### src/rtl/smau_pkg.sv
// ----------------------------------------------------------------------------
// smau_pkg
// shared types, constants and helpers of the small matrix arithmetic unit
// ----------------------------------------------------------------------------
package smau_pkg;

  // matrix geometry
  localparam int unsigned MAX_DIM = 8;
  localparam int unsigned DIM_W   = $clog2(MAX_DIM);
  localparam int unsigned SIZE_W  = DIM_W + 1;
  localparam int unsigned ADDR_W  = 2 * DIM_W;
  localparam int unsigned DEPTH   = MAX_DIM * MAX_DIM;

  // data widths
  localparam int unsigned DATA_W  = 32;
  localparam int unsigned PROD_W  = 2 * DATA_W;
  localparam int unsigned ACC_W   = PROD_W + $clog2(MAX_DIM);
  localparam int unsigned FRAC_W  = 16;
  localparam int unsigned SHIFT_W = ACC_W - FRAC_W;

  // configuration port
  localparam int unsigned PADDR_W = 5;
  localparam int unsigned PDATA_W = 32;

  // request commands
  typedef enum logic [1:0] {
    CMD_LOAD_A = 2'd0,
    CMD_LOAD_B = 2'd1,
    CMD_START  = 2'd2
  } cmd_e;

  // operation modes
  typedef enum logic [2:0] {
    MODE_MUL    = 3'd0,
    MODE_MUL_BT = 3'd1,
    MODE_ADD    = 3'd2,
    MODE_SUB    = 3'd3,
    MODE_SCALE  = 3'd4,
    MODE_TRANS  = 3'd5
  } mode_e;

  // register indexes
  typedef enum logic [2:0] {
    REG_OP_MODE = 3'd0,
    REG_ROWS_A  = 3'd1,
    REG_COLS_A  = 3'd2,
    REG_ROWS_B  = 3'd3,
    REG_COLS_B  = 3'd4,
    REG_SCALE   = 3'd5
  } reg_e;

  // sequencer states
  typedef enum logic [1:0] {
    ST_IDLE  = 2'd0,
    ST_ISSUE = 2'd1,
    ST_DRAIN = 2'd2
  } state_e;

  // tag that travels with each memory read through the datapath
  typedef struct packed {
    logic             valid;
    logic             first;
    logic             lastk;
    logic             fin;
    logic [DIM_W-1:0] row;
    logic [DIM_W-1:0] col;
  } tag_t;

  // clamp a size register to 1..MAX_DIM and return the last index
  function automatic logic [DIM_W-1:0] dim_last(input logic [SIZE_W-1:0] d);
    logic [DIM_W-1:0] r;
    if (d == '0) begin
      r = '0;
    end else if (d > SIZE_W'(MAX_DIM)) begin
      r = DIM_W'(MAX_DIM - 1);
    end else begin
      r = DIM_W'(d - SIZE_W'(1));
    end
    return r;
  endfunction

endpackage

### src/rtl/smau_datapath.sv
// ----------------------------------------------------------------------------
// smau_datapath
// multiply or add stage, wide accumulator and saturating result register
// ----------------------------------------------------------------------------
module smau_datapath import smau_pkg::*; (
  input  logic                     clk_i,
  input  logic                     rst_ni,
  input  logic [2:0]               mode_i,
  input  logic signed [DATA_W-1:0] scale_i,
  input  logic signed [DATA_W-1:0] rd_a_i,
  input  logic signed [DATA_W-1:0] rd_b_i,
  input  tag_t                     tag_i,
  input  logic                     err_req_i,
  output logic                     result_valid_o,
  output logic signed [DATA_W-1:0] result_value_o,
  output logic [DIM_W-1:0]         out_row_o,
  output logic [DIM_W-1:0]         out_col_o,
  output logic                     last_o,
  output logic                     error_o,
  output logic                     fin_emit_o
);

  logic signed [DATA_W-1:0] op_b;
  logic signed [PROD_W-1:0] prod;
  logic signed [DATA_W:0]   add_s;
  logic signed [DATA_W:0]   sub_s;
  logic signed [PROD_W-1:0] term_d, term_q;
  tag_t                     tag2_q;
  logic signed [ACC_W-1:0]  term_ext;
  logic signed [ACC_W-1:0]  acc_q;
  logic                     done_q;
  logic                     fin3_q;
  logic [DIM_W-1:0]         row3_q, col3_q;
  logic [SHIFT_W-1:0]       shifted;
  logic                     fits;
  logic [DATA_W-1:0]        sat_val;
  logic                     valid_q, last_q, error_q;
  logic [DATA_W-1:0]        value_q;
  logic [DIM_W-1:0]         row_q, col_q;

  // one multiplier, shared by the multiply modes and scale
  always_comb begin
    op_b  = (mode_i == MODE_SCALE) ? scale_i : rd_b_i;
    prod  = rd_a_i * op_b;
    add_s = {rd_a_i[DATA_W-1], rd_a_i} + {rd_b_i[DATA_W-1], rd_b_i};
    sub_s = {rd_a_i[DATA_W-1], rd_a_i} - {rd_b_i[DATA_W-1], rd_b_i};
  end

  // term in units of 2^-32, so every mode shares the accumulator
  always_comb begin
    case (mode_i)
      MODE_MUL, MODE_MUL_BT, MODE_SCALE: term_d = prod;
      MODE_ADD: term_d = {{(PROD_W-DATA_W-1-FRAC_W){add_s[DATA_W]}}, add_s, {FRAC_W{1'b0}}};
      MODE_SUB: term_d = {{(PROD_W-DATA_W-1-FRAC_W){sub_s[DATA_W]}}, sub_s, {FRAC_W{1'b0}}};
      default:  term_d = {{(PROD_W-DATA_W-FRAC_W){rd_a_i[DATA_W-1]}}, rd_a_i, {FRAC_W{1'b0}}};
    endcase
  end

  // term register
  always_ff @(posedge clk_i or negedge rst_ni) begin
    if (!rst_ni) begin
      tag2_q <= '0;
    end else begin
      tag2_q <= tag_i;
    end
  end

  always_ff @(posedge clk_i) begin
    term_q <= term_d;
  end

  assign term_ext = {{(ACC_W-PROD_W){term_q[PROD_W-1]}}, term_q};

  // accumulator, restarted on the first term of each element
  always_ff @(posedge clk_i or negedge rst_ni) begin
    if (!rst_ni) begin
      done_q <= 1'b0;
    end else begin
      done_q <= tag2_q.valid & tag2_q.lastk;
    end
  end

  always_ff @(posedge clk_i) begin
    if (tag2_q.valid) begin
      acc_q  <= tag2_q.first ? term_ext : acc_q + term_ext;
      fin3_q <= tag2_q.fin;
      row3_q <= tag2_q.row;
      col3_q <= tag2_q.col;
    end
  end

  // floor shift by the fraction width and saturate to 32 bits
  always_comb begin
    shifted = acc_q[ACC_W-1:FRAC_W];
    fits    = (&shifted[SHIFT_W-1:DATA_W-1]) | ~(|shifted[SHIFT_W-1:DATA_W-1]);
    if (fits) begin
      sat_val = shifted[DATA_W-1:0];
    end else if (shifted[SHIFT_W-1]) begin
      sat_val = {1'b1, {(DATA_W-1){1'b0}}};
    end else begin
      sat_val = {1'b0, {(DATA_W-1){1'b1}}};
    end
  end

  // result register
  always_ff @(posedge clk_i or negedge rst_ni) begin
    if (!rst_ni) begin
      valid_q <= 1'b0;
    end else begin
      valid_q <= done_q | err_req_i;
    end
  end

  always_ff @(posedge clk_i) begin
    if (err_req_i) begin
      value_q <= '0;
      row_q   <= '0;
      col_q   <= '0;
      last_q  <= 1'b1;
      error_q <= 1'b1;
    end else begin
      value_q <= sat_val;
      row_q   <= row3_q;
      col_q   <= col3_q;
      last_q  <= fin3_q;
      error_q <= 1'b0;
    end
  end

  assign fin_emit_o     = done_q & fin3_q;
  assign result_valid_o = valid_q;
  assign result_value_o = value_q;
  assign out_row_o      = row_q;
  assign out_col_o      = col_q;
  assign last_o         = last_q;
  assign error_o        = error_q;

endmodule

### config.mk
export PLATFORM = sky130hd
export DESIGN_NAME = smau_datapath
export DESIGN_NICKNAME = d
export VERILOG_FILES = /design/src/rtl/smau_pkg.sv /design/src/rtl/smau_datapath.sv
export SDC_FILE = /design/constraint.sdc
export NUM_CORES = 2
export LEC_CHECK = 0
export BUFFER_PORTS_ARGS = -buffer_cell sky130_fd_sc_hd__buf_2
export CORE_MARGIN = 1.5
export CORE_UTILIZATION = 40
export DETAILED_ROUTE_END_ITERATION = 10
export GPL_ROUTABILITY_DRIVEN = 1
export PLACE_DENSITY = 0.57
export SLEW_MARGIN = 5
export SYNTH_ARGS = -nofsm -noshare
export SYNTH_HDL_FRONTEND = slang
export SYNTH_SLANG_ARGS = --single-unit
### constraint.sdc
create_clock -name clk_i -period 4.05 [get_ports clk_i]
set_clock_uncertainty 0.15 [all_clocks]
set_input_delay 0.81 -clock clk_i [delete_from_list [all_inputs] [get_ports clk_i]]
set_output_delay 0.81 -clock clk_i [all_outputs]
set_load 0.05 [all_outputs]
==> impl_metrics.toml <==
[drt]
dr.pass1.iters = 11
vias_per_cell = 5.16
wirelength_mm = 162
drt_iter0_drc = 2979
drc_errors = 48
ant_nets = 0
post_drt_wl_per_cell_um = 20.5
num_vias = 40700

[logic_synthesis]
seq_area_frac_synth_pct = 9.22
syn_area_um2 = 49900
ys_ff_latch = 190
synth-xor-area-share_pct = 2.67
yosysUniqueCellTypes = 93
ys_warn_count = 0
avgSynthCellArea_um2 = 9.06
synth_nets = 7023
synth_area_leaders = "fa_1 43%, ha_1 7.9%, inv_1 7.7%"
synth_top_family_by_area = "adder cells"
synth_compound_area_share_pct = 10.3
synth_edf_count = 74
synth_top_area_cell = "fa_1"
synth_top_area_share_pct = 43.5
async_flop_share_pct = 6.32
ys.flop_type = "dfxtp_1"
synth-simple-area-share_pct = 16.1
yosys.area_share.adder_pct = 51.4
synth_mux_area_share_pct = 0.316
syn_inst = 5512

[floorplanning]
ios = 154
placementRows = 129
dieArea_um2 = 127000
die_w_um = 356
core_area_um2 = 124000
initial_core_util_pct = 40.3
die_height_um = 356

[sta]
slew_violations = 0
finalWorstSetupSlack_ns = -4.67
fin_crit_ns = 8.72
hold_violations = 0
max-slew-margin-rel_pct = 26.9
fmax_mhz = 115
rsz0062_at_grt = "true"
post-route-period-util_pct = 215
worst_pin_slew_ns = 1.10
setup_viol = 60

[placement]
placed_area_um2 = 58400
place_congestion = 0.930
portBuffers = 153
dp_hpwl_mm = 134

[worst_setup_path]
cp.arrival_ns = 8.98
worst_path_most_repeated_cell = "fa_1"
critPathSlowestCell = "fa_1"
crit_required_ns = 4.31
cp-start-kind = "input pin"
end_kind = "register"
slowest_delay_ns = 0.55
crit_path_max_fanout = 6
critPathKind = "in -> reg"

[grt]
first_global_vias = 43100
grt_max_degree = 76
antenna_found_initial = 8
grt_pass1_wl_mm = 247
grt.overflow.total = 0
track_usage_pct = 25.2

[final_layout]
drive_gt1_share_pct = 20.6
mostFrequentLayoutCells = "1043 x fa_1, 1013 x inv_1, 734 x buf_4, 646 x nand2_1, 296 x ha_1"
area_delta_synth_final_pct = 22.1
nets = 7740
final_common_cell = "fa_1"
fin_area_um2 = 61000

[clock_network]
numCtsBuffers = 17
cts_root_buffer = "clkbuf_16"
clk_latency_ns = 0.46
clock_sinks = 190
cts_tree = "done"
h-tree-depth = 4
clk_path_buf_depth = 2
clk_pin_slew_ns = 0.09
holdBufCountCts = 0

[outcome]
outcome = "finished with violations"
violations = "DRC, setup timing"

[flow_run]
drv_cap = 0

[min_path]
min_path_type = "in -> async"
[metal layers]
layer / share of wire (%) / GRT usage, %
met1: 43 / 34.0
met3: 6.5 / 3.25
met5: 0.036 / 0
met2: 47 / 42.6
met4: 3.5 / 6.79
[synth_stat cells, drive strengths merged (5+ instances only)]
master and number:
a2111oi 6, a211oi 22, a21boi 6, a21o 87
a21oi 245, a221o 5, a221oi 12, a22oi 9
a311oi 5, a31oi 26, a41oi 5, and2 277
and3 27, buf 23, clkbuf 278, dfrtp 12
dfxtp 104, edfxtp 74, fa 1085, ha 314
inv 1026, mux2 6, mux2i 9, nand2 654
nand2b 78, nand3 33, nand4 33, nor2 169
nor2b 247, nor3 44, nor4 8, o211ai 10
o21a 23, o21ai 215, o21bai 33, o221ai 7
o22ai 16, o31a 10, o31ai 30, or2 19
or3 7, xnor2 93, xor2 59
[flip-flops by register name (all words and copies together) (netlist names)]
signal          cells
col3_q              3
done_q              1
term_q             64
acc_q              67
row3_q              3
fin3_q              1
out_col_o           3
error_o             1
out_row_o           3
result_valid_o      1
tag2_q             10
result_value_o     32
last_o              1
[area by class of cell]
| class | instances | area (µm²) |
|---|---|---|
| fill | 11700 | 62800 |
| multi-input combinational | 3995 | 41400 |
| timing repair buffer | 999 | 8380 |
| sequential | 190 | 4610 |
| inverter | 1026 | 3850 |
| tap | 1637 | 2050 |
| clock buffer | 17 | 425 |
| clock inverter | 15 | 216 |
| antenna | 5 | 12.5 |
[worst max-delay path: cells and delay by family]
family	cells	cell delay (ns)
adder cells (fa/ha/maj)	9	4.23
buffers and inverters	14	1.60
AND/OR/NAND/NOR	2	0.24
AO/OA/AOI/OAI	10	1.95
XOR/XNOR	1	0.15
[cell families after synthesis]
logic type / Yosys count
flops: 190
xor+xnor: 152
mux: 15
simple gates: 1619
buf+inv: 1327
compound gates: 810
fa+ha+maj: 1399
[what timing repair did]
item                                    CTS  global route
setup buffers                             0            75
endpoints found under the setup margin   60            63
resized for setup                        42           191
pin swaps                                 4            95
gates cloned                              0            13
[final timing paths]
path | start | to | slack (ns) | cells after the start
worst max-delay path | mode_i[2] | term_q[33]$_DFF_P_ | -4.67 | 36
worst min-delay path | rst_ni | tag2_q[9]$_DFF_PN0_ | 0.07 | 1
worst max register to register | acc_q[0]$_DFFE_PP_ | acc_q[64]$_DFFE_PP_ | 0.10 | 16
worst min register to register | tag2_q[6]$_DFF_PN0_ | fin3_q$_DFFE_PP_ | 0.27 | 0
max in group asynchronous | rst_ni | tag2_q[8]$_DFF_PN0_ | 3.42 | 1
min in group clk_i | tag2_q[6]$_DFF_PN0_ | fin3_q$_DFFE_PP_ | 0.27 | 0
[metrics by stage]
stage	instances	utilization [%]	TNS, ns	hold WS, ns	setup WS (ns)
6_report	7884	49.3	-236.48	0.0707	-4.67
5_1_grt	7880	49.3	-251.41	0.0719	-4.91
4_1_cts	7792	47.8	-232.07	0.0612	-4.69
3_5_place_dp	7760	47.2	-267.60	0.255	-5.27
3_3_place_gp	7760	47.2	-263.77	0.253	-5.18
2_1_floorplan	5512	-	-230.69	0.251	-5.08
Power is left out: the tool's default activity adds up to more than one toggle a clock period on the data nets, which glitch-free logic cannot reach.
